### src/sv/smc_pkg.sv
// shared constants, types and helper functions of the six-axis motion conditioner
package smc_pkg;

   // sample and gain format
   localparam int SAMPLE_WIDTH   = 16;
   localparam int GAIN_FRAC_BITS = 12;

   // axes and configuration layout
   localparam int NAXES          = 6;
   localparam int AXIS_SEL_WIDTH = $clog2(NAXES);
   localparam int MAP_WIDTH      = AXIS_SEL_WIDTH * NAXES;
   localparam int SLIDER_WIDTH   = 7;
   localparam int SLIDER_LIMIT   = 50;
   localparam int SENS_WIDTH     = SLIDER_WIDTH * NAXES;

   localparam logic [MAP_WIDTH-1:0] MAP_RESET = MAP_WIDTH'(181896);

   // configuration port
   localparam int CSR_INDEX_WIDTH = 3;
   localparam int CSR_DATA_WIDTH  = SENS_WIDTH;

   localparam logic [CSR_INDEX_WIDTH-1:0] CSR_AXIS_MAP      = CSR_INDEX_WIDTH'(0);
   localparam logic [CSR_INDEX_WIDTH-1:0] CSR_DOMINANT_MODE = CSR_INDEX_WIDTH'(1);
   localparam logic [CSR_INDEX_WIDTH-1:0] CSR_FLIP_YZ       = CSR_INDEX_WIDTH'(2);
   localparam logic [CSR_INDEX_WIDTH-1:0] CSR_AXIS_ENABLE   = CSR_INDEX_WIDTH'(3);
   localparam logic [CSR_INDEX_WIDTH-1:0] CSR_AXIS_REVERSE  = CSR_INDEX_WIDTH'(4);
   localparam logic [CSR_INDEX_WIDTH-1:0] CSR_AXIS_SENS     = CSR_INDEX_WIDTH'(5);
   localparam logic [CSR_INDEX_WIDTH-1:0] CSR_GLOBAL_SENS   = CSR_INDEX_WIDTH'(6);

   // datapath widths
   localparam int DIFF_WIDTH       = SAMPLE_WIDTH + 1;
   localparam int GAIN_WIDTH       = GAIN_FRAC_BITS + 2;
   localparam int GPROD_WIDTH      = 2 * GAIN_WIDTH;
   localparam int MUL_A_WIDTH      = (SAMPLE_WIDTH > GAIN_WIDTH) ? SAMPLE_WIDTH : GAIN_WIDTH;
   localparam int MUL_B_WIDTH      = GPROD_WIDTH;
   localparam int PROD_WIDTH       = MUL_A_WIDTH + MUL_B_WIDTH;
   localparam int QUOT_WIDTH       = PROD_WIDTH - 2 * GAIN_FRAC_BITS;
   localparam int GAIN_ENTRIES     = 2 * SLIDER_LIMIT + 1;
   localparam int GAIN_INDEX_WIDTH = $clog2(GAIN_ENTRIES);

   typedef logic signed [SAMPLE_WIDTH-1:0]   sample_type;
   typedef logic signed [DIFF_WIDTH-1:0]     diff_type;
   typedef sample_type                       sample_vec_type [NAXES];
   typedef diff_type                         diff_vec_type [NAXES];
   typedef logic [GAIN_WIDTH-1:0]            gain_type;
   typedef logic [GAIN_INDEX_WIDTH-1:0]      gidx_type;
   typedef logic signed [SLIDER_WIDTH-1:0]   slider_type;
   typedef logic [AXIS_SEL_WIDTH-1:0]        axis_type;

   localparam sample_type SAMPLE_MAX = {1'b0, {(SAMPLE_WIDTH-1){1'b1}}};
   localparam sample_type SAMPLE_MIN = {1'b1, {(SAMPLE_WIDTH-1){1'b0}}};

   typedef struct packed {
      logic [MAP_WIDTH-1:0]  axis_map;
      logic                  dominant_mode;
      logic                  flip_yz;
      logic [NAXES-1:0]      axis_enable;
      logic [NAXES-1:0]      axis_reverse;
      logic [SENS_WIDTH-1:0] axis_sensitivity;
      slider_type            global_sensitivity;
   } cfg_type;

   // sequencer to front end
   typedef struct packed {
      logic load;
      logic prep;
      logic dom;
   } front_ctrl_type;

   // front end to sequencer
   typedef struct packed {
      logic capture;
   } front_stat_type;

   // gain for a slider position, evaluated at elaboration to fill the gain table
   function automatic gain_type gain_calc(input int v);
      longint one;
      longint g;
      one = longint'(1) << GAIN_FRAC_BITS;
      if (v < 0) begin
         g = (2 * one * (500 + 9 * v) + 500) / 1000;
      end else begin
         g = (2 * one * (100 + 5 * v) + 100) / 200;
      end
      return GAIN_WIDTH'(g);
   endfunction

   // clamp a slider to its legal span and turn it into a gain table index
   function automatic gidx_type slider_index(input slider_type s);
      logic signed [SLIDER_WIDTH:0] wide;
      gidx_type                     idx;
      wide = (SLIDER_WIDTH+1)'(s) + (SLIDER_WIDTH+1)'(SLIDER_LIMIT);
      priority if (wide < 0) begin
         idx = '0;
      end else if (wide > (SLIDER_WIDTH+1)'(2 * SLIDER_LIMIT)) begin
         idx = GAIN_INDEX_WIDTH'(2 * SLIDER_LIMIT);
      end else begin
         idx = GAIN_INDEX_WIDTH'(wide);
      end
      return idx;
   endfunction

endpackage

### src/sv/smc_csr.sv
// configuration register file of the six-axis motion conditioner
module smc_csr (
   input  logic                                 clock,
   input  logic                                 reset,
   input  logic                                 csr_valid,
   output logic                                 csr_ready,
   input  logic [smc_pkg::CSR_INDEX_WIDTH-1:0]  csr_index,
   input  logic [smc_pkg::CSR_DATA_WIDTH-1:0]   csr_wdata,
   output smc_pkg::cfg_type                     cfg
);
   import smc_pkg::*;

   cfg_type cfg_ff;

   assign csr_ready = 1'b1;
   assign cfg       = cfg_ff;

   always_ff @(posedge clock) begin
      if (reset) begin
         cfg_ff.axis_map           <= MAP_RESET;
         cfg_ff.dominant_mode      <= 1'b0;
         cfg_ff.flip_yz            <= 1'b0;
         cfg_ff.axis_enable        <= '1;
         cfg_ff.axis_reverse       <= '0;
         cfg_ff.axis_sensitivity   <= '0;
         cfg_ff.global_sensitivity <= '0;
      end else if (csr_valid && csr_ready) begin
         unique case (csr_index)
            CSR_AXIS_MAP:      cfg_ff.axis_map         <= csr_wdata[MAP_WIDTH-1:0];
            CSR_DOMINANT_MODE: cfg_ff.dominant_mode    <= csr_wdata[0];
            CSR_FLIP_YZ:       cfg_ff.flip_yz          <= csr_wdata[0];
            CSR_AXIS_ENABLE:   cfg_ff.axis_enable      <= csr_wdata[NAXES-1:0];
            CSR_AXIS_REVERSE:  cfg_ff.axis_reverse     <= csr_wdata[NAXES-1:0];
            CSR_AXIS_SENS:     cfg_ff.axis_sensitivity <= csr_wdata[SENS_WIDTH-1:0];
            CSR_GLOBAL_SENS: begin
               cfg_ff.global_sensitivity <= slider_type'(csr_wdata[SLIDER_WIDTH-1:0]);
            end
            default: ; // unknown index, write dropped
         endcase
      end
   end

endmodule

### src/sv/smc_front.sv
// sample capture, axis remap, offset store, y/z swap and dominant-axis filter
module smc_front (
   input  logic                    clock,
   input  logic                    reset,
   input  smc_pkg::front_ctrl_type ctrl,
   input  smc_pkg::cfg_type        cfg,
   input  smc_pkg::sample_vec_type sample,
   input  logic                    capture,
   output smc_pkg::front_stat_type stat,
   output smc_pkg::diff_vec_type   v
);
   import smc_pkg::*;

   axis_type                src [NAXES];
   logic [NAXES-1:0]        seen;
   logic                    map_ok;
   sample_vec_type          remap;
   diff_vec_type            diff;
   diff_vec_type            flipped;
   diff_vec_type            dominated;
   diff_vec_type            v_in;
   logic [SAMPLE_WIDTH-1:0] mag [NAXES];
   logic [SAMPLE_WIDTH-1:0] bmag;
   axis_type                best;

   sample_vec_type          raw_ff;
   sample_vec_type          offset_ff;
   diff_vec_type            v_ff;
   logic                    capture_ff;

   // permutation check and remap straight from the incoming beat
   always_comb begin
      map_ok = 1'b1;
      seen   = '0;
      for (int i = 0; i < NAXES; i++) begin
         src[i] = cfg.axis_map[AXIS_SEL_WIDTH*i +: AXIS_SEL_WIDTH];
         if (src[i] >= AXIS_SEL_WIDTH'(NAXES)) begin
            map_ok = 1'b0;
         end else begin
            seen[src[i]] = 1'b1;
         end
      end
      map_ok = map_ok && (&seen);
      for (int i = 0; i < NAXES; i++) begin
         remap[i] = map_ok ? sample[src[i]] : sample[i];
      end
   end

   // offset removal and y/z swap
   always_comb begin
      for (int i = 0; i < NAXES; i++) begin
         diff[i] = DIFF_WIDTH'(raw_ff[i]) - DIFF_WIDTH'(offset_ff[i]);
      end
      flipped = diff;
      if (cfg.flip_yz) begin
         flipped[1] = diff[2];
         flipped[2] = -diff[1];
         flipped[4] = diff[5];
         flipped[5] = -diff[4];
      end
   end

   // first axis of largest magnitude survives
   always_comb begin
      best = '0;
      bmag = '0;
      for (int i = 0; i < NAXES; i++) begin
         mag[i] = v_ff[i][DIFF_WIDTH-1] ? SAMPLE_WIDTH'(-v_ff[i]) : SAMPLE_WIDTH'(v_ff[i]);
         if (mag[i] > bmag) begin
            bmag = mag[i];
            best = AXIS_SEL_WIDTH'(i);
         end
      end
      for (int i = 0; i < NAXES; i++) begin
         dominated[i] = (best == AXIS_SEL_WIDTH'(i)) ? v_ff[i] : '0;
      end
   end

   always_comb begin
      v_in = v_ff;
      priority if (ctrl.prep) begin
         for (int i = 0; i < NAXES; i++) begin
            v_in[i] = capture_ff ? DIFF_WIDTH'(raw_ff[i]) : flipped[i];
         end
      end else if (ctrl.dom) begin
         v_in = dominated;
      end else begin
         v_in = v_ff;
      end
   end

   always_ff @(posedge clock) begin
      if (reset) begin
         for (int i = 0; i < NAXES; i++) begin
            offset_ff[i] <= '0;
         end
      end else if (ctrl.prep && capture_ff) begin
         offset_ff <= raw_ff;
      end
   end

   always_ff @(posedge clock) begin
      if (ctrl.load) begin
         raw_ff     <= remap;
         capture_ff <= capture;
      end
      v_ff <= v_in;
   end

   assign stat.capture = capture_ff;
   assign v            = v_ff;

endmodule

### src/sv/smc_mul.sv
// shared registered multiplier for gain products and axis scaling
module smc_mul (
   input  logic                             clock,
   input  logic                             en,
   input  logic [smc_pkg::MUL_A_WIDTH-1:0]  a,
   input  logic [smc_pkg::MUL_B_WIDTH-1:0]  b,
   output logic [smc_pkg::PROD_WIDTH-1:0]   prod
);
   import smc_pkg::*;

   logic [PROD_WIDTH-1:0] prod_ff;

   always_ff @(posedge clock) begin
      if (en) begin
         prod_ff <= PROD_WIDTH'(a) * PROD_WIDTH'(b);
      end
   end

   assign prod = prod_ff;

endmodule

### src/sv/six_axis_motion_conditioner.sv
// top level of the six-axis motion conditioner: sequencer, saturation and result register
//
// Takes one six-axis motion sample per beat on the req_ channel and returns one
// conditioned sample per beat on the rsp_ channel. The sample is remapped by the
// axis permutation as it is taken in. A capture beat stores the remapped sample as
// offsets and returns it unchanged; its result is registered in the finish step
// right after the prep step, and then the next beat can be taken. Any other
// beat has the offsets removed, the optional y/z swap and dominant-axis filter
// applied, and then each axis masked, optionally negated and scaled by its own gain
// times the global gain, truncated toward zero and saturated to 16 bits. All
// scaling goes through one shared multiplier that is used twice per axis (gain
// product, then sample times gain), so a normal beat steps through prep, the
// dominant-axis step when dominant mode is on, a gain and a scale step per axis,
// a last step and the finish step, where its result is registered; req_stall
// is high in every step but idle, and so also while a finished result has to
// wait. The
// result sits in its own register, so a new sample can be taken while the previous
// result is still stalled; a finished result only waits if that register is still
// full. There is no clearing pass after reset. Configuration writes are always
// taken (csr_ready tied high) and belong only in idle periods.
module six_axis_motion_conditioner (
   input  logic                                clock,
   input  logic                                reset,
   // input sample channel
   input  logic                                req_valid,
   output logic                                req_stall,
   input  smc_pkg::sample_type                 req_axis_in_0,
   input  smc_pkg::sample_type                 req_axis_in_1,
   input  smc_pkg::sample_type                 req_axis_in_2,
   input  smc_pkg::sample_type                 req_axis_in_3,
   input  smc_pkg::sample_type                 req_axis_in_4,
   input  smc_pkg::sample_type                 req_axis_in_5,
   input  logic                                req_capture_offsets,
   // result channel
   output logic                                rsp_valid,
   input  logic                                rsp_stall,
   output smc_pkg::sample_type                 rsp_axis_out_0,
   output smc_pkg::sample_type                 rsp_axis_out_1,
   output smc_pkg::sample_type                 rsp_axis_out_2,
   output smc_pkg::sample_type                 rsp_axis_out_3,
   output smc_pkg::sample_type                 rsp_axis_out_4,
   output smc_pkg::sample_type                 rsp_axis_out_5,
   // configuration write channel
   input  logic                                csr_valid,
   output logic                                csr_ready,
   input  logic [smc_pkg::CSR_INDEX_WIDTH-1:0] csr_index,
   input  logic [smc_pkg::CSR_DATA_WIDTH-1:0]  csr_wdata
);
   import smc_pkg::*;

   typedef enum logic [2:0] {
      ST_IDLE,
      ST_PREP,
      ST_DOM,
      ST_GAIN,
      ST_SCALE,
      ST_LAST,
      ST_FINISH
   } state_type;

   // magnitude bounds for saturation
   localparam logic [QUOT_WIDTH-1:0] SAT_NEG_MAG = QUOT_WIDTH'(1) << (SAMPLE_WIDTH - 1);
   localparam logic [QUOT_WIDTH-1:0] SAT_POS_MAG = SAT_NEG_MAG - QUOT_WIDTH'(1);

   // settings index of an output axis, with the y/z swap applied
   function automatic axis_type flip_partner(input logic flip, input axis_type a);
      axis_type r;
      r = a;
      if (flip) begin
         unique case (a)
            AXIS_SEL_WIDTH'(1): r = AXIS_SEL_WIDTH'(2);
            AXIS_SEL_WIDTH'(2): r = AXIS_SEL_WIDTH'(1);
            AXIS_SEL_WIDTH'(4): r = AXIS_SEL_WIDTH'(5);
            AXIS_SEL_WIDTH'(5): r = AXIS_SEL_WIDTH'(4);
            default:            r = a;
         endcase
      end
      return r;
   endfunction

   // drop the fraction bits of the product, apply sign, mask and clamp
   function automatic sample_type saturate(input logic [PROD_WIDTH-1:0] p,
                                           input logic neg, input logic en);
      logic [QUOT_WIDTH-1:0] q;
      sample_type            r;
      q = p[PROD_WIDTH-1:2*GAIN_FRAC_BITS];
      priority if (!en) begin
         r = '0;
      end else if (neg) begin
         r = (q > SAT_NEG_MAG) ? SAMPLE_MIN : sample_type'(-q[SAMPLE_WIDTH-1:0]);
      end else begin
         r = (q > SAT_POS_MAG) ? SAMPLE_MAX : sample_type'(q[SAMPLE_WIDTH-1:0]);
      end
      return r;
   endfunction

   cfg_type                 cfg;
   sample_vec_type          req_sample;
   front_ctrl_type          front_ctrl;
   front_stat_type          front_stat;
   diff_vec_type            v;
   logic                    req_accept;
   logic                    rsp_free;

   // gain lookup, shared by the axis and global sliders
   gain_type                gain_rom [GAIN_ENTRIES];
   axis_type                set_idx;
   slider_type              axis_slider;
   gain_type                axis_gain;
   gain_type                glob_gain;

   // current axis operand
   diff_type                cur_v;
   logic                    cur_neg;
   logic [SAMPLE_WIDTH-1:0] cur_mag;

   // shared multiplier
   logic                    mul_en;
   logic [MUL_A_WIDTH-1:0]  mul_a;
   logic [MUL_B_WIDTH-1:0]  mul_b;
   logic [PROD_WIDTH-1:0]   prod;
   sample_type              sat_val;

   state_type               state_ff;
   axis_type                axis_ff;
   logic                    neg_ff;
   logic                    en_ff;
   sample_vec_type          res_ff;
   sample_vec_type          rsp_ff;
   logic                    rsp_valid_ff;

   for (genvar k = 0; k < GAIN_ENTRIES; k++) begin : g_gain_rom
      assign gain_rom[k] = gain_calc(k - SLIDER_LIMIT);
   end

   assign req_sample[0] = req_axis_in_0;
   assign req_sample[1] = req_axis_in_1;
   assign req_sample[2] = req_axis_in_2;
   assign req_sample[3] = req_axis_in_3;
   assign req_sample[4] = req_axis_in_4;
   assign req_sample[5] = req_axis_in_5;

   // one sample in flight at a time
   assign req_stall  = (state_ff != ST_IDLE);
   assign req_accept = req_valid && !req_stall;
   // result register free, or emptied this cycle
   assign rsp_free   = !rsp_valid_ff || !rsp_stall;

   assign front_ctrl.load = req_accept;
   assign front_ctrl.prep = (state_ff == ST_PREP);
   assign front_ctrl.dom  = (state_ff == ST_DOM);

   smc_csr u_csr (
      .clock     (clock),
      .reset     (reset),
      .csr_valid (csr_valid),
      .csr_ready (csr_ready),
      .csr_index (csr_index),
      .csr_wdata (csr_wdata),
      .cfg       (cfg)
   );

   smc_front u_front (
      .clock   (clock),
      .reset   (reset),
      .ctrl    (front_ctrl),
      .cfg     (cfg),
      .sample  (req_sample),
      .capture (req_capture_offsets),
      .stat    (front_stat),
      .v       (v)
   );

   // enable, reverse and gain follow their axis through the y/z swap
   always_comb begin
      set_idx     = flip_partner(cfg.flip_yz, axis_ff);
      axis_slider = slider_type'(cfg.axis_sensitivity[SLIDER_WIDTH*set_idx +: SLIDER_WIDTH]);
      axis_gain   = gain_rom[slider_index(axis_slider)];
      glob_gain   = gain_rom[slider_index(cfg.global_sensitivity)];
   end

   always_comb begin
      cur_v   = v[axis_ff];
      cur_neg = cfg.axis_reverse[set_idx] ? (cur_v > 0) : (cur_v < 0);
      cur_mag = (cur_v < 0) ? SAMPLE_WIDTH'(-cur_v) : SAMPLE_WIDTH'(cur_v);
   end

   // gain cycle: axis gain times global gain; scale cycle: magnitude times that product
   always_comb begin
      mul_en = (state_ff == ST_GAIN) || (state_ff == ST_SCALE);
      if (state_ff == ST_GAIN) begin
         mul_a = MUL_A_WIDTH'(axis_gain);
         mul_b = MUL_B_WIDTH'(glob_gain);
      end else begin
         mul_a = MUL_A_WIDTH'(cur_mag);
         mul_b = prod[GPROD_WIDTH-1:0];
      end
   end

   smc_mul u_mul (
      .clock (clock),
      .en    (mul_en),
      .a     (mul_a),
      .b     (mul_b),
      .prod  (prod)
   );

   assign sat_val = saturate(prod, neg_ff, en_ff);

   always_ff @(posedge clock) begin
      if (reset) begin
         state_ff     <= ST_IDLE;
         axis_ff      <= '0;
         rsp_valid_ff <= 1'b0;
      end else begin
         // set when a finished result moves in, held while stalled, else dropped
         rsp_valid_ff <= ((state_ff == ST_FINISH) && rsp_free) || (rsp_valid_ff && rsp_stall);
         unique case (state_ff)
            ST_IDLE: begin
               if (req_accept) begin
                  state_ff <= ST_PREP;
               end
            end
            ST_PREP: begin
               axis_ff <= '0;
               priority if (front_stat.capture) begin
                  state_ff <= ST_FINISH;
               end else if (cfg.dominant_mode) begin
                  state_ff <= ST_DOM;
               end else begin
                  state_ff <= ST_GAIN;
               end
            end
            ST_DOM: begin
               state_ff <= ST_GAIN;
            end
            ST_GAIN: begin
               // product register still holds the previous axis here
               if (axis_ff != '0) begin
                  res_ff[axis_type'(axis_ff - 1'b1)] <= sat_val;
               end
               state_ff <= ST_SCALE;
            end
            ST_SCALE: begin
               neg_ff <= cur_neg;
               en_ff  <= cfg.axis_enable[set_idx];
               if (axis_ff == AXIS_SEL_WIDTH'(NAXES - 1)) begin
                  state_ff <= ST_LAST;
               end else begin
                  axis_ff  <= axis_ff + 1'b1;
                  state_ff <= ST_GAIN;
               end
            end
            ST_LAST: begin
               res_ff[NAXES-1] <= sat_val;
               state_ff        <= ST_FINISH;
            end
            ST_FINISH: begin
               if (rsp_free) begin
                  for (int i = 0; i < NAXES; i++) begin
                     rsp_ff[i] <= front_stat.capture ?
                                  sample_type'(v[i][SAMPLE_WIDTH-1:0]) : res_ff[i];
                  end
                  state_ff <= ST_IDLE;
               end
            end
            default: begin
               state_ff <= ST_IDLE;
            end
         endcase
      end
   end

   assign rsp_valid      = rsp_valid_ff;
   assign rsp_axis_out_0 = rsp_ff[0];
   assign rsp_axis_out_1 = rsp_ff[1];
   assign rsp_axis_out_2 = rsp_ff[2];
   assign rsp_axis_out_3 = rsp_ff[3];
   assign rsp_axis_out_4 = rsp_ff[4];
   assign rsp_axis_out_5 = rsp_ff[5];

`ifndef NO_ASSERTIONS
   // an accepted beat always starts the front-end step next
   a_accept_starts_prep: assert property (@(posedge clock) disable iff (reset)
      req_accept |=> state_ff == ST_PREP)
      else $error("accepted beat did not enter prep");

   // a result only appears out of the finish step
   a_rsp_from_finish: assert property (@(posedge clock) disable iff (reset)
      $rose(rsp_valid_ff) |-> $past(state_ff) == ST_FINISH)
      else $error("result raised outside finish");

   // each scaling multiply follows its gain multiply
   a_scale_after_gain: assert property (@(posedge clock) disable iff (reset)
      state_ff == ST_SCALE |-> $past(state_ff) == ST_GAIN)
      else $error("scale step without gain step");

   // axis counter stays on a real axis while the multiplier runs
   a_axis_in_range: assert property (@(posedge clock) disable iff (reset)
      (state_ff == ST_GAIN || state_ff == ST_SCALE) |-> axis_ff <= AXIS_SEL_WIDTH'(NAXES - 1))
      else $error("axis counter out of range");
`endif

endmodule
### config.mk
export PLATFORM = sky130hd
export DESIGN_NAME = six_axis_motion_conditioner
export DESIGN_NICKNAME = d
export VERILOG_FILES = /design/src/sv/smc_pkg.sv /design/src/sv/smc_csr.sv /design/src/sv/smc_front.sv /design/src/sv/smc_mul.sv /design/src/sv/six_axis_motion_conditioner.sv
export SDC_FILE = /design/constraint.sdc
export NUM_CORES = 2
export LEC_CHECK = 0
export ABC_AREA = 1
export BUFFER_PORTS_ARGS = -buffer_cell sky130_fd_sc_hd__clkbuf_2
export CAP_MARGIN = 20
export CORE_MARGIN = 2
export CORE_UTILIZATION = 48
export CTS_BUF_LIST = sky130_fd_sc_hd__clkbuf_8
export CTS_CLUSTER_SIZE = 14
export DETAILED_ROUTE_END_ITERATION = 7
export SYNTH_ARGS = -nofsm -noshare
export SYNTH_HDL_FRONTEND = slang
export SYNTH_SLANG_ARGS = --single-unit
### constraint.sdc
create_clock -name clock -period 13 [get_ports clock]
set_input_delay 2.6 -clock clock [delete_from_list [all_inputs] [get_ports clock]]
set_output_delay 2.6 -clock clock [all_outputs]
set_load 0.05 [all_outputs]
==> impl_metrics.ini <==
[status]
status = completed

[setup_path]
worst-setup-path-type = reg -> reg
critPathBufInv = 12
end_kind = register
crit_slowest_cell = fa_1
crit_family = adder cells
r2r-start = axis_ff[0]
crit_arrival_ns = 12.67
worstSetupStartpointType = register
reg2reg_slack_ns = 0.91
worstPathMaxFanout = 75
cp_data_required_time_ns = 13.57
cpMostUsedCell = nand2_1
r2r_end = u_mul.prod[43]
slowest_delay_ns = 0.57
r2r_cells = 57

[route]
drc_errors = 0
postRouteAntennaNets = 0
firstDrtPassIters = 7
wl_per_cell_um = 23.49
viasPerCell = 5.880
vias = 50880
finalWirelength_um = 203200
drt_iter0_drc = 5626

[global_route]
grt_use_total = 0.3444
grt_pass1_vias = 48440
gr-total-overflow = 0
grt_max_degree = 133
grt_pass1_wl_um = 304700
antenna_found_initial = 21

[timing]
slew_headroom = 0.2013
tightest_slew_ns = 1.194
final_hold_viol_count = 0
fin_worst_skew_ns = 0.08933
setup_viol = 0
fmax_ghz = 0.08270
finalSetupTns_ns = 0
maxSlewViolCount = 0
fin_crit_ns = 12.09
rsz0062_at_grt = no
layout_worst_path_cycle_share = 0.9302

[floorplan]
core_area_mm2 = 0.1128
num_rows = 123
dieHeight_um = 341.6
io_pins = 246
die-area_mm2 = 0.1167
start_util = 0.4848
die_w_um = 341.6

[worst_hold_path]
whs_endpoint = u_csr.cfg[12]
worstHoldPathType = reg -> reg
hold_depth = 2
hold_start = u_csr.cfg[12]

[layout]
final_cell_mix = 1289 x nand2_1, 958 x inv_1, 729 x o21ai_0, 536 x nor2_1, 437 x edfxtp_1
finalNetCount = 7909
drive_gt1_frac = 0.09417
final_common_cell = nand2_1
syn2layout_area_growth_pct = 9.569

[clock_network]
cts_tree = yes
cts_sinks = 621
postCtsSetupBuffers = 0
cts_buffer_depth = 3
clk_pin_slew_ns = 0.07
clk_latency_ns = 0.86
h-tree-depth = 3
cts-buffers-inserted = 108
cts-root-buf = clkbuf_8

[synth]
yosys_warnings = 0
synthesis.area_mm2 = 0.05469
async_flop_share = 0
synthesis.nets = 7716
synth_edf_count = 437
synth.distinct_cells = 74
ys_seq_elements = 621
yosysSeqAreaShare = 0.3073
synth_top_flop_cell = edfxtp_1
syn_avg_cell_area_um2 = 7.969
syn-instance-count = 6863

[placed_design]
hpwlAfterDp_um = 156300
port_buffers = 244
globalplace.congestion = 1.009

[job]
drv_cap = 0
## logic make-up (layout without fill, tap and decap cells)
kind of cell | count (synthesis) | in the layout | share of synthesized area
AO/OA/AOI/OAI | 1610 | 1610 | 0.1665
XOR/XNOR | 226 | 226 | 0.03619
adder cells (fa/ha/maj) | 706 | 706 | 0.2120
buffers and inverters | 1268 | 1552 | 0.09254
flip-flops | 621 | 621 | 0.3073
multiplexers | 1 | 1 | 0.0001830
other | 1 | 7 | 0.00006856
AND/OR/NAND/NOR | 2430 | 2430 | 0.1852
## Yosys cell counts (15+ instances only)
library cell / count / area [um^2]
a221oi_1: 16 / 140.1
a211oi_1: 49 / 367.9
nand4_1: 29 / 181.4
inv_1: 926 / 3476
o211ai_1: 49 / 367.9
buf_4: 26 / 195.2
xnor2_1: 60 / 525.5
nor2_1: 541 / 2031
o22ai_1: 125 / 782.0
a21oi_1: 424 / 2122
or2_2: 27 / 168.9
buf_2: 32 / 160.2
nand2_2: 16 / 100.1
nor4_1: 15 / 93.84
clkbuf_1: 205 / 769.5
edfxtp_1: 437 / 13120
o21ai_1: 32 / 160.2
fa_1: 368 / 7367
a2111oi_0: 22 / 192.7
nand3_1: 367 / 1837
o221ai_1: 36 / 315.3
nand2_1: 1293 / 4853
inv_2: 17 / 63.81
dfxtp_1: 184 / 3684
xor2_1: 166 / 1454
o21ai_0: 732 / 3664
clkinv_1: 24 / 90.09
nor3_1: 101 / 505.5
a31oi_1: 28 / 175.2
ha_1: 338 / 4229
## worst max path at each step
stage / from / end / cells past startpoint
final: axis_ff[0] / u_mul.prod[43] / 57
after global routing: u_front.v[85] / u_front.v[94] / 72
after CTS: u_front.v[85] / u_front.v[98] / 68
after detailed placement: u_front.v[85] / u_front.v[101] / 68
after global placement: u_front.v[85] / u_front.v[87] / 68
after floorplan: u_front.v[85] / u_front.v[0] / 60
## per-stage QoR
step	utilization	cells	hold slack (ns)	setup WS (ns)	cell area, um^2
final	0.5312	8653	0.4588	0.9077	59930
after global routing	0.5312	8653	0.4718	0.02330	59930
after CTS	0.5309	8645	0.4568	0.6448	59890
after detailed placement	0.5109	8444	0.4417	0.6510	57630
after global placement	0.5105	8440	0.4407	0.9406	57590
after floorplan	-	6863	0.4236	2.646	54690
## final cells by class
cell class / instances / area (um^2)
Antenna cell: 6 / 15.01
Clock buffer: 118 / 1624
Clock inverter: 83 / 634.4
Fill cell: 10920 / 52880
Inverter: 970 / 3654
Multi-Input combinational cell: 4974 / 33020
Sequential cell: 621 / 16810
Tap cell: 1500 / 1877
Timing Repair Buffer: 381 / 2291
## tightest hold or removal path, stage by stage, from the launching register on
cell and delay [ns]:
dfxtp_1 0.30, inv_1 0.06, a21oi_1 0.05
## metal layers
metal | GRT usage | up-vias | share of wire
li1 | - | 23380 | -
met1 | 0.4975 | 24290 | 0.44
met2 | 0.5033 | 2687 | 0.42
met3 | 0.06728 | 513 | 0.098
met4 | 0.1447 | 10 | 0.046
met5 | 0 | - | 0.00034
## registers in the layout (all words and copies together), names as in the netlist, 3 cells and up
| signal | flops |
|---|---|
| u_front.v | 102 |
| axis_ff | 3 |
| rsp_ff | 96 |
| u_front.offset_ff | 96 |
| res_ff | 96 |
| state_ff | 3 |
| u_mul.prod | 44 |
| u_front.raw_ff | 96 |
| u_csr.cfg | 81 |
## what timing repair did
action                     in CTS  in global routing
resized for setup               0                  3
hold buffers                    0                  0
setup endpoints to repair       0                 51
Power is left out: the tool's default activity adds up to more than one toggle a clock period on the data nets, which glitch-free logic cannot reach.
